File: src/hw/rtl/cpst_pkg.sv
// shared constants and types for the corner point suppression table
package cpst_pkg;

    // default sizes, handed to the top level parameters
    localparam int MAX_POINTS_DEF = 256;
    localparam int COORD_BITS_DEF = 11;

    // depth of the queues between front, back and result port
    localparam int QUEUE_DEPTH = 2;

    // register reset values
    localparam logic [7:0] MIN_RESPONSE_RST   = 8'd100;
    localparam logic [6:0] POINT_DIAMETER_RST = 7'd6;

    // register index, taken from paddr[2]
    localparam logic REG_MIN_RESPONSE   = 1'b0;
    localparam logic REG_POINT_DIAMETER = 1'b1;

    // width of the squared diameter
    localparam int LIM_W = 14;

    typedef enum logic [2:0] {
        ACT_BELOW      = 3'd0,
        ACT_SUPPRESSED = 3'd1,
        ACT_REPLACED   = 3'd2,
        ACT_APPENDED   = 3'd3,
        ACT_DROPPED    = 3'd4
    } t_action;

    typedef struct packed {
        t_action    action;
        logic [7:0] slot;
        logic [8:0] point_count;
    } t_result;

endpackage

File: src/hw/rtl/cpst_fifo.sv
// small synchronous queue with registered storage
module cpst_fifo #(
    parameter int WIDTH = 8,
    parameter int DEPTH = 2
) (
    input  logic             i_clk,
    input  logic             i_rst_n,
    input  logic             i_push,
    input  logic [WIDTH-1:0] i_data,
    output logic             o_full,
    input  logic             i_pop,
    output logic [WIDTH-1:0] o_data,
    output logic             o_empty
);
    localparam int PTR_W = (DEPTH > 1) ? $clog2(DEPTH) : 1;
    localparam int CNT_W = $clog2(DEPTH + 1);

    logic [WIDTH-1:0] r_mem [DEPTH];
    logic [PTR_W-1:0] r_wr_ptr, n_wr_ptr;
    logic [PTR_W-1:0] r_rd_ptr, n_rd_ptr;
    logic [CNT_W-1:0] r_cnt, n_cnt;
    logic             w_wr, w_rd;

    assign o_full  = (r_cnt == CNT_W'(DEPTH));
    assign o_empty = (r_cnt == '0);
    assign o_data  = r_mem[r_rd_ptr];
    assign w_wr    = i_push && !o_full;
    assign w_rd    = i_pop && !o_empty;

    always_comb begin
        n_wr_ptr = r_wr_ptr;
        n_rd_ptr = r_rd_ptr;
        n_cnt    = r_cnt;
        if (w_wr) begin
            n_wr_ptr = (r_wr_ptr == PTR_W'(DEPTH - 1)) ? '0 : r_wr_ptr + 1'b1;
        end
        if (w_rd) begin
            n_rd_ptr = (r_rd_ptr == PTR_W'(DEPTH - 1)) ? '0 : r_rd_ptr + 1'b1;
        end
        if (w_wr && !w_rd) begin
            n_cnt = r_cnt + 1'b1;
        end else if (w_rd && !w_wr) begin
            n_cnt = r_cnt - 1'b1;
        end
    end

    always_ff @(posedge i_clk) begin
        if (!i_rst_n) begin
            r_wr_ptr <= '0;
            r_rd_ptr <= '0;
            r_cnt    <= '0;
        end else begin
            r_wr_ptr <= n_wr_ptr;
            r_rd_ptr <= n_rd_ptr;
            r_cnt    <= n_cnt;
        end
    end

    always_ff @(posedge i_clk) begin
        if (w_wr) begin
            r_mem[r_wr_ptr] <= i_data;
        end
    end

endmodule

File: src/hw/rtl/cpst_front.sv
// front end: accepts pixels, applies the response threshold, queues them
module cpst_front #(
    parameter int COORD_BITS = 11
) (
    input  logic                    i_clk,
    input  logic                    i_rst_n,
    input  logic                    push,
    output logic                    full,
    input  logic                    i_start_frame,
    input  logic [COORD_BITS-1:0]   i_col,
    input  logic [COORD_BITS-1:0]   i_row,
    input  logic [7:0]              i_response,
    input  logic [7:0]              i_min_response,
    output logic                    o_q_empty,
    input  logic                    i_q_pop,
    output logic [2*COORD_BITS+9:0] o_q_data
);
    import cpst_pkg::*;

    localparam int ITEM_W = 2 * COORD_BITS + 10;

    logic              w_above;
    logic [ITEM_W-1:0] w_item;

    // layout: start, above, col, row, response
    assign w_above = (i_response > i_min_response);
    assign w_item  = {i_start_frame, w_above, i_col, i_row, i_response};

    cpst_fifo #(
        .WIDTH (ITEM_W),
        .DEPTH (QUEUE_DEPTH)
    ) u_queue (
        .i_clk   (i_clk),
        .i_rst_n (i_rst_n),
        .i_push  (push),
        .i_data  (w_item),
        .o_full  (full),
        .i_pop   (i_q_pop),
        .o_data  (o_q_data),
        .o_empty (o_q_empty)
    );

endmodule

File: config.mk
export PLATFORM = sky130hd
export DESIGN_NAME = cpst_front
export DESIGN_NICKNAME = d
export VERILOG_FILES = /design/src/hw/rtl/cpst_pkg.sv /design/src/hw/rtl/cpst_fifo.sv /design/src/hw/rtl/cpst_front.sv
export SDC_FILE = /design/constraint.sdc
export NUM_CORES = 1
export LEC_CHECK = 0
export ABC_AREA = 0
export BUFFER_PORTS_ARGS = -buffer_cell sky130_fd_sc_hd__clkbuf_2
export CORE_MARGIN = 2
export CORE_UTILIZATION = 30
export DETAILED_ROUTE_END_ITERATION = 7
export PLACE_DENSITY_LB_ADDON = 0.2
export SETUP_SLACK_MARGIN = 0.3
export SLEW_MARGIN = 20
export SYNTH_ARGS = -nofsm -noshare
export SYNTH_HDL_FRONTEND = slang
export SYNTH_SLANG_ARGS = --single-unit
File: constraint.sdc
create_clock -name i_clk -period 2.5 [get_ports i_clk]
set_clock_uncertainty 0.15 [all_clocks]
set_input_delay 0.625 -clock i_clk [delete_from_list [all_inputs] [get_ports i_clk]]
set_output_delay 0.625 -clock i_clk [all_outputs]
set_load 0.1 [all_outputs]
==> Word level (Yosys, flattened, before mapping) <==
Memory sizes are Yosys's and may differ from the RTL's. A register that Yosys moved wholly into a read port is not among the register bits.
Cells that the tools add are included.
Widths: inputs -> output; s select.
{ "op_classes": {"addsub": 4, "order_cmp": 1, "n_eq_ne": 1, "n_mux": 8, "reduce_logical": 10} }
{ "op_table": {"columns": ["cell", "n"], "rows": [
  ["$gt 8x8->1", 1],
  ["$mux 1", 6],
  ["$logic_and 1x1->1", 4],
  ["$logic_not 1->1", 4],
  ["$mux 2", 2],
  ["$add 1x1->1 const B", 2],
  ["$add 2x1->2 const B", 1],
  ["$eq 2x2->1 const B", 1],
  ["$logic_not 2->1", 1],
  ["$reduce_bool 2->1", 1],
  ["$sub 2x1->2 const B", 1]
]} }
{ "word_totals": {"register_bits": 4, "mem_bits_rw": 64, "inputBits": 43, "out_inout_bits": 34, "elab_cells": 28, "mem_count": 1} }
{ "mem_list": {"columns": ["name", "words", "width", "read_ports", "rd_clocked_by_memory_dff", "wr", "line_no", "source"], "rows": [
  ["u_queue.r_mem", 2, 32, 1, 1, 1, "cpst_fifo.sv:18", "logic [WIDTH-1:0] r_mem [DEPTH];"]
]} }

==> Longest topological paths before layout <==
Gate-level depths: netlist of run 1.
{ "logic_depth": {"word_depth": 7, "depth_mapped": 7, "ltp_nobuf": 7} }

==> By module <==
Synthesis of run 1 repeated with hierarchy kept, for this count alone.
{ "hier_totals": {"hier_cells": 152, "area_unflattened_um2": 2752.6} }
{ "by_module_without_submodules": {"columns": ["module", "instances", "cells_each", "area_each_um2", "seq_area_each_um2"], "rows": [
  ["cpst_fifo", 1, 125, 2536.2, 2021.9],
  ["cpst_front", 1, 27, 216.5, 0.0]
]} }

==> Least setup slack after synthesis of run 1 <==
OpenSTA, ideal clock, no wires.
{ "synth_path": {"kind": "in2reg", "from": "in push", "to": "mem u_queue.r_mem[0][0] (netlist bit), enable pin", "setup_ns": 0.421, "arrival_time_ns": 2.068, "required_time_ns": 1.929, "slack_ns": -0.139, "cell_stages": 2, "n_path_buf": 0, "path_cell_list": "nand2_1 nor2_1"} }
{ "synth_between": {"elab_chain_cells": 3} }
{ "synth_lines": {"columns": ["item", "line_no", "source"], "rows": [
  ["from (decl)", "cpst_front.sv:7", "input logic push,"],
  ["$logic_and 1x1->1", "cpst_fifo.sv:27", "assign w_wr = i_push && !o_full;"],
  ["$mux 1", "cpst_fifo.sv:60", "if (w_wr) begin"],
  ["$mux 1 (not written as such)", "cpst_fifo.sv:61", "r_mem[r_wr_ptr] <= i_data;"],
  ["to (decl)", "cpst_fifo.sv:18", null]
]} }
Every way passes these cells.

==> results of run 1 <==
==> logic make-up after synthesis <==
family,Yosys count
AO/OA/AOI/OAI,9
XOR/XNOR,4
adder cells (fa/ha/maj),9
buffers and inverters,14
flip-flops,69
multiplexers,32
AND/OR/NAND/NOR,15
==> stage by stage <==
step / cells / hold WS, ns / setup slack, ns / utilization [%]
after global routing: 354 / 0.2995 / 0.2384 / 46.05
after CTS: 354 / 0.3067 / 0.2732 / 46.00
after floorplan: 152 / 0.3439 / 0.3488 / -
after detailed placement: 338 / 0.3808 / 0.4593 / 42.95
final: 354 / 0.3314 / 0.3061 / 46.05
after global placement: 338 / 0.3695 / 0.4771 / 42.95
==> how the worst max path moves through the flow <==
stage / to / cells after the start / start
6_report: o_q_data[18] / 3 / flip-flop
2_1_floorplan: o_q_data[10] / 3 / flip-flop
3_5_place_dp: u_queue.r_mem[0][30] / 5 / i_response[5]
4_1_cts: o_q_data[23] / 3 / flip-flop
3_3_place_gp: u_queue.r_mem[0][30] / 5 / i_response[7]
5_1_grt: o_q_data[13] / 3 / flip-flop
==> Yosys cell counts, drive strengths merged <==
master,number
and4,1
nand2b,1
o31a,1
ha,9
a211oi,1
xnor2,3
or3,1
mux2,32
a21boi,2
and3,1
dfxtp,5
edfxtp,64
nor2b,1
nand2,1
inv,10
o21ai,4
nor2,3
buf,3
a21oi,1
and2,5
xor2,1
clkbuf,1
nand4,1
==> metal layers <==
layer | vias up | track usage (%) | part of all wire, %
met2 | 57 | 16.53 | 47
met5 | - | 0 | 0
met1 | 723 | 13.03 | 44
li1 | 753 | - | -
met4 | 0 | 5.058 | 1.9
met3 | 7 | 4.287 | 6.9
==> final cells by class <==
| class | instances | area [um^2] |
|---|---|---|
| Fill cell | 797 | 4728 |
| Sequential cell | 69 | 2026 |
| Timing Repair Buffer | 82 | 933.4 |
| Multi-Input combinational cell | 69 | 665.6 |
| Tap cell | 108 | 135.1 |
| Clock buffer | 9 | 123.9 |
| Clock inverter | 7 | 113.9 |
| Inverter | 10 | 37.54 |
==> what timing repair did <==
action	in CTS	in global routing
setup buffers	0	0
gates resized for setup	28	10
pin swaps	0	0
hold endpoints to repair	0	0
endpoints found under the setup margin	33	32
==> critical path: stages, from the launching register on <==
cell and delay, ns:
dfxtp_4 0.37, buf_12 0.16, mux2_2 0.38, buf_12 0.17
==> cell usage in the layout, fill, tap and decap left out, types with 2 or more instances in the layout <==
master      Yosys  routed
clkbuf_2        0      43
edfxtp_1       64      64
ha_1            9       9
clkinvlp_4      0       2
clkbuf_8        0       9
bufinv_16       0       3
o21ai_0         2       2
o21ai_1         2       2
and2_1          5       5
buf_12          0      34
a21boi_1        2       2
inv_1          10      10
xnor2_1         3       3
mux2_2          2      30
dfxtp_1         5       4
buf_4           3       4
==> state kept, by name, indices dropped and copies added (netlist names), named ones only <==
name / flops
u_queue.r_mem: 64
u_queue.r_wr_ptr: 1
u_queue.r_cnt: 2
u_queue.r_rd_ptr: 1
==> power breakdown <==
part / internal (mW) / switching, mW / total, mW / leakage [nW]
clock network: 0.657 / 0.401 / 1.06 / 0.113
logic: 1.01 / 1.85 / 2.86 / 0.833
registers: 1.48 / 0.0650 / 1.55 / 0.640
==> flow_metrics.tcl, run 1 <==
set metrics [dict create \
    area_growth_pct 47.46 \
    dp_hpwl_um 3470 \
    reg2reg_depth 6 \
    synth-simple-area-share_pct 3.155 \
    dieArea_um2 9901 \
    core_um2 8763 \
    slew_violations 0 \
    status "finished, final reports clean" \
    track_usage_pct 10.67 \
    yosys.area_share.adder_pct 4.115 \
    antenna_found_initial 0 \
    crit_required_ns 1.73 \
    layout.nets 293 \
    drc 0 \
    worst_slew_pin_slew_ns 0.5394 \
    hold_class "primary input to flip-flop" \
    yosysTopAreaCell "edfxtp_1" \
    synth.cell_area_um2 2736 \
    synthXorXnorAreaFrac_pct 1.280 \
    gp_congestion 0.6871 \
    synthTopCellsByArea "edfxtp_1 70%, mux2_1 12%, ha_1 4.1%" \
    synth_top_family_by_area "multiplexers" \
    cts_buffers 9 \
    grt_max_degree 19 \
    wl_um 4860 \
    netlist_instances 152 \
    min_to "u_queue.r_mem[0][24]" \
    cap_violations 0 \
    power_leakage_nw 1.586 \
    routed_via_density 4.350 \
    io_pins 77 \
    yosysTopAreaCellShare_pct 70.23 \
    antenna_left 0 \
    synth_nets 204 \
    rr_endpoint "u_queue.r_cnt[1]" \
    root_buffer "clkbuf_8" \
    io_buffers 76 \
    ys_types 25 \
    grt_pass1_wl_um 7838 \
    wl_per_cell_um 13.73 \
    syn_area_per_cell_um2 18.00 \
    power_density_nw_per_um2 1354 \
    synthMuxAreaShare_pct 13.17 \
    ys_ff_latch 69 \
    n_antenna_cell 0 \
    finalSetupViolations 0 \
    overflow 0 \
    grt_pass1_vias 1610 \
    drt_iter0_drc 21 \
    vias 1540 \
    synth_compound_area_share_pct 2.058 \
    die_h_um 99.51 \
    relSlewSlack_pct 64.19 \
    placed_area_um2 3764 \
    worst-path-max-fanout 18 \
    insertion_delay_ns 0.33 \
    chipWidth_um 99.51 \
    critical_path_arrival_ns 1.42 \
    cts.sink_count 69 \
    initial_core_util_pct 31.23 \
    drt_first_pass_iters 3 \
    critPathLaunchType "flip-flop" \
    clock.fmax_mhz 455.8 \
    cts_buffer_depth 2 \
    crit_type "flip-flop to output port" \
    fin_crit_sh_pct 87.75 \
    layout-drive-gt1-share_pct 53.66 \
    cts_tree "yes" \
    ys_seq_area_share_pct 73.89 \
    total_power_mw 5.466 \
    reg2reg_from "u_queue.r_cnt[0]" \
    min-delay-start "i_col[5]" \
    ir_drop_uv 515.7 \
    ys_warn_count 0 \
    hold_depth 1 \
    fin_area_um2 4035 \
    rows 34 \
    hold_violations 0 \
    crit_path_end_kind "output port" \
    tns_ns 0 \
    hold_buffers 0 \
    clk_pin_slew_ns 0.08 \
    post-route-min-period_ns 2.194 \
    reg2reg_slack_ns 0.68 \
    grt_setup_unrepaired "yes" \
    ctsHtreeMaxLevel 3 \
]
Power figures use the tool's default switching activity.
==> run 2, diff against run 1 <==
- RECOVER_POWER: default -> 100
==> run 2 against run 1 <==
  * Sequential share of layout area is 0.73 points higher
  * Combinational power fell by 3%
  * Sequential power about the same
  * Via count fell by 0.26%
  * Die area is the same
  * Worst setup slack lost 0.051 ns
  * Sequential cell count is the same
  * Register-to-register slack worse by 0.35 ns
  * Clock-buffer cell count stayed put
  * Critical endpoint is now o_q_data[15]
  * Highest routed layer unchanged
==> flow_metrics.tcl, run 2 (synthesis gave the netlist of run 1 again) <==
set metrics [dict create \
    ir_drop_uv 511.2 \
    critical_path_arrival_ns 1.47 \
    status "finished, final reports clean" \
    clock.fmax_mhz 445.5 \
    dp_hpwl_um 3470 \
    worst_hold_slack_ns 0.3342 \
    antenna_found_initial 0 \
    top_register "u_queue.r_mem" \
    grt_max_degree 19 \
    io_buffers 76 \
    drt_first_pass_iters 4 \
    dieArea_um2 9901 \
    grt_pass1_vias 1610 \
    total_power_mw 5.374 \
    finalSetupViolations 0 \
    chipWidth_um 99.51 \
    layout.nets 293 \
    final_cell_mix "64 x edfxtp_1, 33 x buf_12, 30 x mux2_1" \
    wl_um 4838 \
    worst_slew_pin_slew_ns 1.036 \
    power_density_nw_per_um2 1351 \
    multi_input_area_um2 665.6 \
    largest_register_ff_count 64 \
    fin_area_um2 3978 \
    io_pins 77 \
    switching_share_pct 42.99 \
    fillers 814 \
    n_antenna_cell 0 \
    overflow 0 \
    routed_via_density 4.339 \
    cap_violations 0 \
    hold_class "primary input to flip-flop" \
    drc 0 \
    crit_type "flip-flop to output port" \
    clockPowerShare_pct 19.6 \
    gp_congestion 0.6871 \
    power_switching_mw 2.311 \
    reg_top3 "u_queue.r_mem (64), u_queue.r_cnt (2)" \
    die_h_um 99.51 \
    power_leakage_nw 1.506 \
    hold_buffers 0 \
    placed_area_um2 3764 \
    grt_setup_unrepaired "yes" \
    worst-path-max-fanout 18 \
    cts.sink_count 69 \
    critPathLaunchType "flip-flop" \
    grt_pass1_wl_um 7838 \
    post-route-min-period_ns 2.245 \
    drt_iter0_drc 36 \
    root_buffer "clkbuf_8" \
    crit_path_end_kind "output port" \
    antenna_left 0 \
    cts_tree "yes" \
    wl_per_cell_um 13.67 \
    combPwrFrac_pct 51.5 \
    cts_buffer_depth 2 \
    ctsHtreeMaxLevel 3 \
    layout_commonest_cell "edfxtp_1" \
    hold_violations 0 \
    track_usage_pct 10.67 \
    regArea_um2 2026 \
    layout-drive-gt1-share_pct 31.30 \
    seqPwrFrac_pct 28.9 \
    rows 34 \
    fin_crit_sh_pct 89.80 \
    initial_core_util_pct 31.23 \
    p_int_mw 3.064 \
    tns_ns 0 \
    core_um2 8763 \
    crit_required_ns 1.73 \
    clk_pin_slew_ns 0.08 \
    insertion_delay_ns 0.33 \
    relSlewSlack_pct 30.94 \
    area_growth_pct 45.36 \
    vias 1536 \
    slew_violations 0 \
    cts_buffers 9 \
]
==> run 2: worst paths after layout <==
kind                          end              from  slack (ns)  cells past startpoint
max                  o_q_data[15]         flip-flop        0.26                      3
min           u_queue.r_mem[1][9]          i_row[1]        0.33                      1
max reg2reg  u_queue.r_mem[0][18]  u_queue.r_cnt[0]        0.33                      4
min reg2reg      u_queue.r_cnt[1]  u_queue.r_cnt[1]        0.40                      2
==> run 2: power groups by stage <==
| stage | Clock, mW | Sequential, mW | Combinational (mW) |
|---|---|---|---|
| after detailed placement | 0 | 1.57 | 2.80 |
| after floorplan | 0 | 1.55 | 1.83 |
| after global routing | 1.15 | 1.57 | 2.87 |
| final | 1.06 | 1.55 | 2.77 |
| after global placement | 0 | 1.56 | 2.80 |
| after CTS | 1.09 | 1.55 | 2.88 |
==> run 2: metrics by stage <==
step | std cells | setup slack (ns) | util, %
5_1_grt | 354 | 0.1585 | 45.39
3_3_place_gp | 338 | 0.4771 | 42.95
3_5_place_dp | 338 | 0.4593 | 42.95
6_report | 354 | 0.2551 | 45.39
4_1_cts | 354 | 0.2732 | 46.00
2_1_floorplan | 152 | 0.3488 | -
==> run 2: final cells by class <==
type	count	area share [%]
inverters	10	0.9437
repair buffers	82	22.02
clock inverters	7	2.863
flip-flops and latches	69	50.93
well taps	108	3.397
multi-input cells	69	16.73
clock buffers	9	3.114
==> run 2: repair_timing <==
item                                    CTS  global route
endpoints found under the setup margin   33            32
resized for setup                        28            10
buffers inserted                          0             0
hold endpoints to repair                  0             0
==> run 2: per-layer routing <==
layer	vias up	wire length, um	share of wire, %	GRT usage (%)
li1	751	-	-	-
met2	60	2291	47	16.53
met5	-	0	0	0
met1	720	2127	44	13.03
met3	5	341	7.0	4.287
met4	0	78	1.6	5.058
==> run 2: worst max-delay path: stages, from the launching register on <==
cell	delay, ns
dfxtp_4	0.37
buf_12	0.16
mux2_1	0.32
clkbuf_4	0.28
==> run 3, diff against run 2 <==
- CELL_PAD_IN_SITES_DETAIL_PLACEMENT: default -> 1
- CELL_PAD_IN_SITES_GLOBAL_PLACEMENT: default -> 2
- CTS_CLUSTER_SIZE: default -> 28
==> run 3 against run 2 <==
  * Combinational power about the same
  * First-iteration DRC count decreased by 5.6%
  * Wire length increased by 6.9%
  * Register-to-register slack improved by 0.24 ns
  * Critical endpoint is now o_q_data[27]
  * Highest routed layer unchanged
==> flow_metrics.tcl, run 3 (synthesis gave the netlist of run 1 again) <==
set metrics [dict create \
    final_util_pct 44.50 \
    cts_tree "yes" \
    hold_depth 1 \
    reg2reg_from "u_queue.r_cnt[0]" \
    drt_first_pass_iters 4 \
    clockPowerShare_pct 14.5 \
    core_um2 8763 \
    path_common_cell "buf_12" \
    reg_top3 "u_queue.r_mem (64), u_queue.r_cnt (2)" \
    overflow 0 \
    combPwrFrac_pct 55.1 \
    rr_endpoint "u_queue.r_mem[0][1]" \
    largest_register_ff_count 64 \
    clock.fmax_mhz 433.5 \
    total_power_mw 5.073 \
    dp_hpwl_um 3753 \
    relSlewSlack_pct 50.76 \
    hold_buffers 0 \
    worst_slew_pin_slew_ns 0.7387 \
    io_buffers 76 \
    drt_iter0_drc 34 \
    wl_um 5173 \
    critical_path_arrival_ns 1.53 \
    hold_class "primary input to flip-flop" \
    root_buffer "clkbuf_8" \
    cp_cell_sequence "buf_12 -> mux2_1 -> buf_12" \
    chipWidth_um 99.51 \
    clk_pin_slew_ns 0.07 \
    grt_pass1_wl_um 8335 \
    area_growth_pct 42.52 \
    routed_via_density 4.426 \
    cts_buffers 9 \
    dieArea_um2 9901 \
    cts_buffer_depth 2 \
    fin_crit_sh_pct 92.27 \
    worst-path-max-fanout 18 \
    initial_core_util_pct 31.23 \
    power_switching_mw 2.314 \
    antenna_left 0 \
    critPathLaunchType "flip-flop" \
    status "finished, final reports clean" \
    power_leakage_nw 1.466 \
    switching_share_pct 45.62 \
    drc 0 \
    reg2reg_depth 4 \
    layout-drive-gt1-share_pct 28.28 \
    cts.sink_count 69 \
    die_h_um 99.51 \
    crit_type "flip-flop to output port" \
    grt_setup_unrepaired "yes" \
    final_cell_mix "64 x edfxtp_1, 34 x buf_12, 29 x mux2_1, 29 x clkbuf_1, 18 x clkbuf_2" \
    hold_violations 0 \
    crit_required_ns 1.73 \
    antenna_found_initial 0 \
    tns_ns 0 \
    slew_violations 0 \
    crit_slowest_cell "dfxtp_1" \
    power_density_nw_per_um2 1301 \
    layout.nets 292 \
    min-delay-start "i_col[2]" \
    seqPwrFrac_pct 30.4 \
    wl_per_cell_um 14.70 \
    io_pins 77 \
    ctsHtreeMaxLevel 3 \
    grt_max_degree 22 \
    post-route-min-period_ns 2.307 \
    ir_drop_uv 416.7 \
    rows 34 \
    cap_violations 0 \
    min_to "u_queue.r_mem[1][21]" \
    grt_pass1_vias 1656 \
    gp_congestion 0.6895 \
    n_antenna_cell 0 \
    finalSetupViolations 0 \
    crit_path_end_kind "output port" \
    insertion_delay_ns 0.33 \
    reg2reg_slack_ns 0.57 \
    top_register "u_queue.r_mem" \
    p_int_mw 2.759 \
    vias 1558 \
    max_stage_delay_ns 0.43 \
    layout_commonest_cell "edfxtp_1" \
    track_usage_pct 11.33 \
]
## run 3: routing by layer
layer	GRT usage (%)	share of wire, %	up-vias
met1	13.71	44	747
li1	-	-	748
met4	5.374	1.5	0
met3	4.919	7.1	6
met2	17.41	47	57
met5	0	0	-
## run 3: area by class of cell
| cell class | instances | area, um^2 |
|---|---|---|
| clock buffers | 10 | 127.6 |
| clock inverters | 5 | 28.78 |
| fillers | 875 | 4863 |
| inverters | 10 | 37.54 |
| multi-input cells | 69 | 665.6 |
| flip-flops and latches | 69 | 2022 |
| well taps | 108 | 135.1 |
| repair buffers | 81 | 883.3 |
## run 3: worst max-delay path by stage
stage | from | endpoint | depth (start not counted)
floorplan | flip-flop | o_q_data[10] | 3
global placement | i_response[7] | u_queue.r_mem[0][30] | 5
detailed placement | i_response[7] | u_queue.r_mem[1][30] | 5
CTS | flip-flop | o_q_data[27] | 3
global route | flip-flop | o_q_data[9] | 3
finish | flip-flop | o_q_data[27] | 3
## run 3: what timing repair did
item | CTS | global route
buffers inserted | 0 | 0
endpoints found under the setup margin | 33 | 31
cloned | 0 | 0
resized for setup | 35 | 5
## run 3: power groups by stage
stage | sequential [mW] | clock [mW] | combinational (mW)
4_1_cts | 1.55 | 0.769 | 2.92
6_report | 1.54 | 0.733 | 2.80
2_1_floorplan | 1.55 | 0 | 1.83
3_5_place_dp | 1.57 | 0 | 2.82
3_3_place_gp | 1.56 | 0 | 2.81
5_1_grt | 1.56 | 0.826 | 2.90
## run 3: critical path: cells and delay by family, from the launching register on
family | cells | cell delay [ns]
buffers and inverters | 2 | 0.38
flip-flops | 1 | 0.43
multiplexers | 1 | 0.39
## run 3: metrics by stage
step / setup WS [ns] / instances / hold WS [ns] / cell area, um^2
6_report: 0.1933 / 352 / 0.3363 / 3900
5_1_grt: 0.1186 / 352 / 0.3049 / 3900
4_1_cts: 0.2591 / 352 / 0.3150 / 3966
3_5_place_dp: 0.4625 / 337 / 0.3784 / 3769
3_3_place_gp: 0.4684 / 337 / 0.3697 / 3769
2_1_floorplan: 0.3488 / 152 / 0.3439 / 2741
